File: config.mk
export PLATFORM = sky130hd
export DESIGN_NAME = double_hash_table
export DESIGN_NICKNAME = d
export VERILOG_FILES = /design/src/rtl/dht_pkg.sv /design/src/rtl/dht_ram.sv /design/src/rtl/dht_hash.sv /design/src/rtl/double_hash_table.sv
export VERILOG_INCLUDE_DIRS = /design/src /design/src/rtl
export SDC_FILE = /design/constraint.sdc
export NUM_CORES = 2
export LEC_CHECK = 0
export BUFFER_PORTS_ARGS = -buffer_cell sky130_fd_sc_hd__buf_2
export CAP_MARGIN = 20
export CORE_UTILIZATION = 55
export CTS_CLUSTER_SIZE = 14
export DETAILED_ROUTE_END_ITERATION = 12
export MAX_ROUTING_LAYER = met4
export PLACE_DENSITY = 0.71
export SYNTH_ARGS = -nofsm -noshare
export SYNTH_HDL_FRONTEND = slang
export SYNTH_SLANG_ARGS = --single-unit
File: constraint.sdc
create_clock -name clk -period 6.3 [get_ports clk]
set_input_delay 0.63 -clock clk [delete_from_list [all_inputs] [get_ports clk]]
set_output_delay 0.63 -clock clk [all_outputs]
set_load 0.005 [all_outputs]
File: src/rtl/double_hash_table_assert.svh
// Assertion macros used by the hash table top level.
`ifndef DOUBLE_HASH_TABLE_ASSERT_SVH
`define DOUBLE_HASH_TABLE_ASSERT_SVH

// Same-cycle implication, sampled on clk, off while rst is high.
`define DHT_ASSERT_NOW(label, ante, cons, msg) \
  label: assert property (@(posedge clk) disable iff (rst) (ante) |-> (cons)) else $error(msg);

// Next-cycle implication, sampled on clk, off while rst is high.
`define DHT_ASSERT_NEXT(label, ante, cons, msg) \
  label: assert property (@(posedge clk) disable iff (rst) (ante) |=> (cons)) else $error(msg);

`endif

File: src/rtl/dht_pkg.sv
// Types, constants and helper functions for the double-hashing key/value table.
package dht_pkg;

  localparam int TABLE_SIZE = 31;
  localparam int IDX_W      = $clog2(TABLE_SIZE);

  localparam int MODE_W   = 2;
  localparam int KEY_W    = 31;
  localparam int VAL_W    = 32;
  localparam int STATUS_W = 2;
  localparam int ENTRY_W  = KEY_W + VAL_W;

  localparam int IN_DATA_W  = ((KEY_W + VAL_W + 7) / 8) * 8;
  localparam int OUT_DATA_W = ((VAL_W + 7) / 8) * 8;

  // Key is reduced DIGIT_W (4) bits per cycle, most significant digit first.
  localparam int DIGIT_W     = 4;
  localparam int KEY_DIGITS  = (KEY_W + DIGIT_W - 1) / DIGIT_W;
  localparam int KEY_PAD_W   = KEY_DIGITS * DIGIT_W;
  localparam int DIGIT_CNT_W = (KEY_DIGITS > 1) ? $clog2(KEY_DIGITS) : 1;

  typedef logic [IDX_W-1:0]   idx_t;
  typedef logic [KEY_W-1:0]   key_t;
  typedef logic [VAL_W-1:0]   val_t;
  typedef logic [IDX_W:0]     idx_ext_t;

  localparam idx_ext_t SIZE_EXT   = idx_ext_t'(TABLE_SIZE);
  localparam idx_ext_t SIZE_M1    = idx_ext_t'(TABLE_SIZE - 1);
  localparam idx_t     LAST_PROBE = idx_t'(TABLE_SIZE - 1);

  localparam logic [MODE_W-1:0] MODE_INSERT = 2'd0;
  localparam logic [MODE_W-1:0] MODE_SEARCH = 2'd1;
  localparam logic [MODE_W-1:0] MODE_REMOVE = 2'd2;

  localparam logic [STATUS_W-1:0] ST_OK        = 2'd0;
  localparam logic [STATUS_W-1:0] ST_NOT_FOUND = 2'd1;
  localparam logic [STATUS_W-1:0] ST_FULL      = 2'd2;

  // Hash unit result towards the probe controller.
  typedef struct packed {
    logic done;
    idx_t base;
    idx_t step;
  } hash_res_t;

  // (2*r + b) mod m, with r < m.
  function automatic idx_t mod_shift(input idx_t r, input logic b, input idx_ext_t m);
    idx_ext_t t;
    t = {r, b};
    if (t >= m) t = t - m;
    return t[IDX_W-1:0];
  endfunction

  // (s + d) mod TABLE_SIZE, with s, d < TABLE_SIZE.
  function automatic idx_t slot_add(input idx_t s, input idx_t d);
    idx_ext_t t;
    t = idx_ext_t'(s) + idx_ext_t'(d);
    if (t >= SIZE_EXT) t = t - SIZE_EXT;
    return t[IDX_W-1:0];
  endfunction

endpackage

File: src/rtl/dht_ram.sv
// Simple dual-port synchronous RAM with registered read.
module dht_ram #(
  parameter int DEPTH  = 31,
  parameter int WIDTH  = 63,
  parameter int ADDR_W = $clog2(DEPTH)
) (
  input  logic              clk,
  input  logic              we,
  input  logic [ADDR_W-1:0] waddr,
  input  logic [WIDTH-1:0]  wdata,
  input  logic [ADDR_W-1:0] raddr,
  output logic [WIDTH-1:0]  rdata
);

  logic [WIDTH-1:0] mem [DEPTH];

  always_ff @(posedge clk) begin
    if (we) begin
      mem[waddr] <= wdata;
    end
    rdata <= mem[raddr];
  end

endmodule

File: src/rtl/dht_hash.sv
// Digit-serial reduction of a key to its base slot and probe stride.
module dht_hash (
  input  logic              clk,
  input  logic              rst,
  input  logic              start,
  input  dht_pkg::key_t     key,
  output dht_pkg::hash_res_t res
);

  logic                                busy;
  logic                                done;
  logic [dht_pkg::DIGIT_CNT_W-1:0]     cnt;
  logic [dht_pkg::KEY_PAD_W-1:0]       shreg;
  dht_pkg::idx_t                       rem_base;
  dht_pkg::idx_t                       rem_step;
  dht_pkg::idx_t                       rem_base_next;
  dht_pkg::idx_t                       rem_step_next;

  // One digit per cycle while busy: a chain of DIGIT_W shift-and-reduce steps for each modulus.
  always_comb begin
    rem_base_next = rem_base;
    rem_step_next = rem_step;
    for (int b = 0; b < dht_pkg::DIGIT_W; b++) begin
      rem_base_next = dht_pkg::mod_shift(rem_base_next,
                        shreg[dht_pkg::KEY_PAD_W-1-b], dht_pkg::SIZE_EXT);
      rem_step_next = dht_pkg::mod_shift(rem_step_next,
                        shreg[dht_pkg::KEY_PAD_W-1-b], dht_pkg::SIZE_M1);
    end
  end

  always_ff @(posedge clk) begin
    if (rst) begin
      busy <= 1'b0;
      done <= 1'b0;
      cnt  <= '0;
    end else begin
      done <= 1'b0;
      if (start) begin
        busy     <= 1'b1;
        cnt      <= '0;
        shreg    <= dht_pkg::KEY_PAD_W'(key);
        rem_base <= '0;
        rem_step <= '0;
      end else if (busy) begin
        rem_base <= rem_base_next;
        rem_step <= rem_step_next;
        shreg    <= shreg << dht_pkg::DIGIT_W;
        cnt      <= cnt + 1'b1;
        if (cnt == dht_pkg::DIGIT_CNT_W'(dht_pkg::KEY_DIGITS - 1)) begin
          busy <= 1'b0;
          done <= 1'b1;
        end
      end
    end
  end

  assign res.done = done;
  assign res.base = rem_base;
  assign res.step = rem_step + 1'b1;

endmodule

File: src/rtl/double_hash_table.sv
// Top level: request handshake, probe controller, used bits and slot RAM.
//
// Open-addressing key/value table of dht_pkg::TABLE_SIZE slots with double hashing.
// One request is handled at a time. After acceptance the digit-serial hash unit reduces
// the key to its base slot and stride in KEY_DIGITS (8) digit steps, and the result is
// handed over to the probe controller. The S_FIRST state then primes the RAM read, and
// the slot RAM, with its single read port, is read one probe per cycle. A request takes
// p probes, where p runs from 1 to TABLE_SIZE. The next request is taken once the result
// has been loaded into the output register. An unused mode skips the hash and the walk
// and goes straight to S_RESPOND. The result sits in an output register, so a stalled
// result does not hold off acceptance of the next request. A second result waits while
// the first is still held by the receiver.
// Slot used bits are flip-flops cleared by reset; no clearing pass is needed.
`include "double_hash_table_assert.svh"

module double_hash_table (
  input  logic                             clk,
  input  logic                             rst,
  input  logic                             s_tvalid,
  output logic                             s_tready,
  input  logic [dht_pkg::IN_DATA_W-1:0]    s_tdata,   // key[30:0], value[62:31], zero pad
  input  logic [dht_pkg::MODE_W-1:0]       s_tuser,   // mode[1:0]
  output logic                             m_tvalid,
  input  logic                             m_tready,
  output logic [dht_pkg::OUT_DATA_W-1:0]   m_tdata,   // found_value[31:0]
  output logic [dht_pkg::STATUS_W-1:0]     m_tuser    // status[1:0]
);

  typedef enum logic [2:0] {
    S_IDLE,
    S_HASH,
    S_FIRST,
    S_PROBE,
    S_RESPOND
  } state_t;

  state_t                          state;
  logic [dht_pkg::MODE_W-1:0]      op_mode;
  dht_pkg::key_t                   op_key;
  dht_pkg::val_t                   op_value;
  dht_pkg::idx_t                   slot;
  dht_pkg::idx_t                   stride;
  dht_pkg::idx_t                   probe_cnt;
  logic [dht_pkg::TABLE_SIZE-1:0]  used;
  logic [dht_pkg::STATUS_W-1:0]    res_status;
  dht_pkg::val_t                   res_value;
  logic [dht_pkg::STATUS_W-1:0]    out_status;
  dht_pkg::val_t                   out_value;

  dht_pkg::hash_res_t              hres;
  logic                            hash_start;
  logic                            accept;
  logic                            mode_ok;
  logic                            out_load;

  logic                            ram_we;
  dht_pkg::idx_t                   ram_raddr;
  logic [dht_pkg::ENTRY_W-1:0]     ram_rdata;
  dht_pkg::key_t                   rd_key;
  dht_pkg::val_t                   rd_value;
  dht_pkg::idx_t                   slot_next;
  logic                            slot_used;
  logic                            key_match;
  logic                            last_probe;
  logic                            ins_take;
  logic                            hit;

  assign s_tready   = (state == S_IDLE);
  assign accept     = s_tvalid && s_tready;
  assign mode_ok    = (s_tuser == dht_pkg::MODE_INSERT) || (s_tuser == dht_pkg::MODE_SEARCH) ||
                      (s_tuser == dht_pkg::MODE_REMOVE);
  assign hash_start = accept && mode_ok;
  assign out_load   = (state == S_RESPOND) && (!m_tvalid || m_tready);

  dht_hash u_hash (
    .clk   (clk),
    .rst   (rst),
    .start (hash_start),
    .key   (s_tdata[dht_pkg::KEY_W-1:0]),
    .res   (hres)
  );

  assign rd_key     = ram_rdata[dht_pkg::ENTRY_W-1 -: dht_pkg::KEY_W];
  assign rd_value   = ram_rdata[dht_pkg::VAL_W-1:0];
  assign slot_next  = dht_pkg::slot_add(slot, stride);
  assign slot_used  = used[slot];
  assign key_match  = (rd_key == op_key);
  assign last_probe = (probe_cnt == dht_pkg::LAST_PROBE);
  assign ins_take   = !slot_used || key_match;
  assign hit        = slot_used && key_match;

  // While probing, the next address is issued in the same cycle the current word arrives.
  assign ram_raddr = (state == S_PROBE) ? slot_next : slot;
  assign ram_we    = (state == S_PROBE) && (op_mode == dht_pkg::MODE_INSERT) && ins_take;

  // Writes only end a request, so a read of the same slot never overlaps one.
  dht_ram #(
    .DEPTH  (dht_pkg::TABLE_SIZE),
    .WIDTH  (dht_pkg::ENTRY_W),
    .ADDR_W (dht_pkg::IDX_W)
  ) u_ram (
    .clk   (clk),
    .we    (ram_we),
    .waddr (slot),
    .wdata ({op_key, op_value}),
    .raddr (ram_raddr),
    .rdata (ram_rdata)
  );

  always_ff @(posedge clk) begin
    if (rst) begin
      state    <= S_IDLE;
      used     <= '0;
      m_tvalid <= 1'b0;
    end else begin
      if (out_load) begin
        m_tvalid <= 1'b1;
      end else if (m_tready) begin
        m_tvalid <= 1'b0;
      end
      unique case (state)
        S_IDLE: begin
          if (accept) begin
            op_mode  <= s_tuser;
            op_key   <= s_tdata[dht_pkg::KEY_W-1:0];
            op_value <= s_tdata[dht_pkg::KEY_W +: dht_pkg::VAL_W];
            if (mode_ok) begin
              state <= S_HASH;
            end else begin
              res_status <= dht_pkg::ST_NOT_FOUND;
              res_value  <= '0;
              state      <= S_RESPOND;
            end
          end
        end
        S_HASH: begin
          if (hres.done) begin
            slot      <= hres.base;
            stride    <= hres.step;
            probe_cnt <= '0;
            state     <= S_FIRST;
          end
        end
        S_FIRST: begin
          state <= S_PROBE;
        end
        S_PROBE: begin
          res_value <= (hit && (op_mode == dht_pkg::MODE_SEARCH)) ? rd_value : '0;
          if (op_mode == dht_pkg::MODE_INSERT) begin
            if (ins_take) begin
              used[slot] <= 1'b1;
              res_status <= dht_pkg::ST_OK;
              state      <= S_RESPOND;
            end else if (last_probe) begin
              res_status <= dht_pkg::ST_FULL;
              state      <= S_RESPOND;
            end else begin
              slot      <= slot_next;
              probe_cnt <= probe_cnt + 1'b1;
            end
          end else begin
            if (hit) begin
              res_status <= dht_pkg::ST_OK;
              if (op_mode == dht_pkg::MODE_REMOVE) begin
                used[slot] <= 1'b0;
              end
              state <= S_RESPOND;
            end else if (last_probe) begin
              res_status <= dht_pkg::ST_NOT_FOUND;
              state      <= S_RESPOND;
            end else begin
              slot      <= slot_next;
              probe_cnt <= probe_cnt + 1'b1;
            end
          end
        end
        S_RESPOND: begin
          if (out_load) begin
            out_status <= res_status;
            out_value  <= res_value;
            state      <= S_IDLE;
          end
        end
        default: begin
          state <= S_IDLE;
        end
      endcase
    end
  end

  assign m_tdata = dht_pkg::OUT_DATA_W'(out_value);
  assign m_tuser = out_status;

  `DHT_ASSERT_NOW(a_write_on_insert, ram_we, (state == S_PROBE) && (op_mode == dht_pkg::MODE_INSERT), "slot write outside an insert probe")
  `DHT_ASSERT_NOW(a_slot_in_range, (state == S_PROBE), (dht_pkg::idx_ext_t'(slot) < dht_pkg::SIZE_EXT) && (dht_pkg::idx_ext_t'(stride) < dht_pkg::SIZE_EXT), "probe slot or stride out of range")
  `DHT_ASSERT_NEXT(a_one_at_a_time, accept, !s_tready, "request accepted while another is in flight")
  `DHT_ASSERT_NEXT(a_probe_ends, (state == S_PROBE) && last_probe, (state == S_RESPOND), "probe walk ran past the table size")

endmodule

==> results.md <==
Worst setup path:
- The maximum fanout along the worst path is 14.
- The required arrival time at the worst endpoint is roughly 7 ns.
- The depth of the worst register-to-register path is 17.
- STA classifies the critical path startpoint as a flop.
- Counting stages on the worst path, the most repeated cell is sky130_fd_sc_hd__ha_1.
- Traced cell by cell, the critical path runs through ha_1 > a41oi_1 > xnor2_1 > ha_1 > and4b_1 > o221ai_1 > a221oi_2 > nand2b_1 > xor2_1 > ha_1 > o21ai_0 > o31ai_1 > xnor2_1 > ha_1 > o21ai_1 > o31ai_2 > mux2_2.
- The arrival time of data at the critical path endpoint is between 6 and 7 ns.
- The reg-to-reg critical path endpoint is u_hash.rem_base[0].
- The sum of buffers and inverters on the critical path is 0.
- For flop-to-flop paths, the worst setup slack is 0.75 ns.
- The worst setup path is of the reg -> reg kind.
- Broken down by cell family, the worst path's largest delay share belongs to compound AO/OA/AOI/OAI gates.
- The critical register-to-register path startpoint is u_hash.shreg[31].
- The worst setup path is captured at a flop.
- The cell at the slowest stage of the critical path is sky130_fd_sc_hd__edfxtp_1.
- The largest single stage delay on the critical path is around 0.67 ns.

Synth:
- A synthesized cell averages 18.74 um2.
- The biggest area contributor in the post-synthesis netlist is sky130_fd_sc_hd__edfxtp_1.
- The mapped cell area is between 80000 and 90000 um2.
- The instance count of the mapped netlist is 4657.
- The number of distinct standard cells referenced by the synthesized netlist is 85.
- Sequential elements use 76.09% of the synthesized area.
- The number of enable-type register cells in the synthesized netlist is around 2100.
- Sorting the synthesized cells by area gives the leading types as sky130_fd_sc_hd__edfxtp_1 74%, sky130_fd_sc_hd__mux4_2 9.3%, sky130_fd_sc_hd__dfxtp_1 2.4%.
- The proportion of register bits with asynchronous set or reset after synthesis is 0%.
- The total number of yosys warnings is 0.
- When the netlist entered floorplanning its net count stood at 4746.
- Among all flip-flop cells after synthesis, the most frequent one is sky130_fd_sc_hd__edfxtp_1.
- After synthesis the netlist holds a flip-flop and latch count of around 2200.
- Of the post-synthesis cell area, the dominant cell type holds ~74%.

Global route:
- The first-pass GRT wire length is between 300 and 400 mm.
- Across every metal layer, demand over resource in global routing totals approximately 28%.
- The via count of the first global-routing pass is between 40000 and 50000.
- Entering global routing, the biggest net connects 75 pins.
- The initial antenna violation count is 2.
- The total congestion overflow is 0.

Worst hold path:
- The destination of the worst hold path is op_key[16].
- The worst hold path begins at s_tdata[16].
- Counting instances, the worst hold path has a depth of 1.
- The classification of the worst-slack hold path is in -> reg.

Timing:
- At the pin with the least slew margin, the transition time is 1.174 ns.
- The number of max-slew violations in the final report was 0.
- The final-report hold violation count came to 0.
- The largest clock skew in the final design is 0.05031 ns.
- The highest clock frequency the design can meet is 0.1801 GHz.
- The slack of the critical path is 0.7487 ns.
- In this run the tightest slew margin relative to its limit is 21.01%.
- Setup repair after global routing left no endpoint under its margin.
- The share of the clock period used by the worst path after layout is 88.12%.
- The number of setup violations in the final report is 0.
- The worst path needs 5.551 ns of the cycle, external delays included.
- The setup TNS after final layout is 0 ns.

CTS:
- Clock-pin slew was measured on the worst setup and hold paths at ~0.06 ns.
- The clock sink count is 2246.
- At the later pin of the worst-skew pair, clock insertion delay measures 0.87 ns.
- Clock tree synthesis inserted a total of 217 buffers.
- The count of cells resized by post-cts repair is 0.
- The longest clock path from root to sink contains 3 buffers.
- Buffers inserted to repair hold after CTS numbered 49.
- The tree is rooted in a sky130_fd_sc_hd__clkbuf_16.
- The number of H-tree branching levels is 4.
- TritonCTS built the clock tree.
- In this run the post-CTS setup repair buffer count came out at 0.

Detailed routing:
- Once detail routing completed, the nets flagged for antenna violations numbered 0.
- For this block, the routed nets add up to 218.4 mm of wire.
- Before antenna repair, the detailed router went through 6 iterations.
- After detailed routing, the number of vias per cell comes to 6.589.
- The detailed router placed 47275 vias in this run.
- The average detailed-routed wire length per instance is 30.44 um.
- For this block, the initial DRC count from the detailed router was 6033.
- The DRC violation count after routing is 0.

Finish:
- The net count of the finished layout is 5012.
- Once layout is done, the placed cells without fillers occupy 99010 um2.
- The synthesis-to-layout area growth is 13.43%.
- The most common cell after layout, fill and taps aside is sky130_fd_sc_hd__edfxtp_1.
- The post-route netlist has 20.57% of its cells at a drive strength greater than 1.
- The number of inserted filler cells in the final layout is 10509.
- The top cell types in the final layout, fill and taps aside, are 2143 x sky130_fd_sc_hd__edfxtp_1, 461 x sky130_fd_sc_hd__nand2_1, 360 x sky130_fd_sc_hd__mux4_2.
- The utilization of the core after routing is 63.09%.

Place:
- The post-detailed-placement half-perimeter wirelength is between 100 and 150 mm.
- The routability-driven placement congestion ratio is between 0.8 and 0.9.
- During placement, the flow inserted port buffers numbering 104.
- After detailed placement, the total cell area comes to 91430 um2.
- Before CTS, the worst setup slack after placement is between 0.8 and 0.9 ns.

Outcome:
- The run finished with clean final reports.

Floorplan:
- The region available for standard cell placement spans 156900 um2.
- The width of the die is 400.4 um.
- The die is 400.4 um tall.
- In this run the count of I/O pins placed on the die edge is between 100 and 150.
- For this configuration, the core starts out at a cell density of 55.62%.
- The die covers between 150000 and 200000 um2.
- The standard-cell row count is 145.

Run:
- The max-capacitance violation count is 0.

Power and ir drop:
- The power density over the cells is 308.0 nW/um2.
- The static power due to leakage is 32.01 nW.
- The maximum vdd drop is 0.3073 mV.
==> logic make-up (layout without fill, tap and decap cells) <==
logic type,Yosys count,after routing,share of synthesized area (%)
compound gates,636,636,5.319
xor+xnor,47,47,0.4716
mux,535,535,11.34
flops,2246,2246,76.09
other cells,0,3,0
fa+ha+maj,19,19,0.2810
simple gates,864,864,4.640
buf+inv,310,767,1.862
==> cell usage after synthesis (all sizes together), types with 47 or more instances <==
cell       n
clkbuf   166
nand3     64
a22oi     72
mux4     360
edfxtp  2143
and2      47
mux2i    147
a311oi    54
buf      123
o21ai     80
nor2      88
a31oi     76
nand2    461
a211oi   101
dfxtp    103
==> how the worst max path moves through the flow <==
stage                                 from            endpoint  slack (ns)  depth (start not counted)
after floorplan                    slot[0]    u_ram.mem[10][0]        0.75                         10
after global placement    u_hash.shreg[31]  u_hash.rem_base[0]        0.99                         17
after detailed placement  u_hash.shreg[31]  u_hash.rem_base[0]        0.83                         17
after CTS                 u_hash.shreg[31]  u_hash.rem_base[0]        0.80                         17
after global routing      u_hash.shreg[31]  u_hash.rem_base[0]        0.25                         17
final                     u_hash.shreg[31]  u_hash.rem_base[0]        0.75                         17
==> flip-flops by register name, indices dropped and copies added (netlist names), named ones only <==
name / cells
u_hash.done: 1
probe_cnt: 5
res_value: 32
stride: 5
u_ram.mem: 1953
u_ram.rdata: 63
u_hash.shreg: 32
state: 3
op_key: 31
u_hash.busy: 1
u_hash.rem_base: 5
op_value: 32
op_mode: 2
m_tuser: 2
slot: 5
u_hash.cnt: 3
m_tdata: 32
res_status: 2
u_hash.rem_step: 5
m_tvalid: 1
==> through the flow <==
stage / power, mW / hold slack, ns / instances
3_5_place_dp: 17.92 / 0.4045 / 6713
6_report: 30.50 / 0.04994 / 7175
3_3_place_gp: 17.88 / 0.4032 / 6713
2_1_floorplan: 17.53 / 0.4003 / 4657
5_1_grt: 31.27 / 0.009213 / 7172
4_1_cts: 30.60 / 0.01002 / 7172
==> metal layers <==
| metal | track usage [%] | up-vias | wire (um) | part of all wire, % |
|---|---|---|---|---|
| met5 | - | - | 0 | 0 |
| met4 | 8.893 | 0 | 6889 | 3.2 |
| met3 | 4.913 | 461 | 20680 | 9.5 |
| met2 | 43.55 | 2734 | 105600 | 48 |
| met1 | 38.19 | 24548 | 85220 | 39 |
| li1 | - | 19532 | - | - |
==> report_power, final <==
part	internal (mW)	total, mW	switching, mW
Clock	7.30	12.9	5.56
Combinational	0.371	0.994	0.622
Sequential	16.5	16.6	0.181
Total	24.1	30.5	6.37
==> cell type report <==
class	instances	area (um2)	area share, %
multi-input combinational	2101	19660	19.86
clock inverter	97	1096	1.107
timing repair buffer	336	3173	3.205
inverter	21	91.34	0.09225
antenna	3	7.507	0.007582
clock buffer	313	5992	6.052
tap	2058	2575	2.601
sequential	2246	66410	67.08
Power figures use the tool's default switching activity.
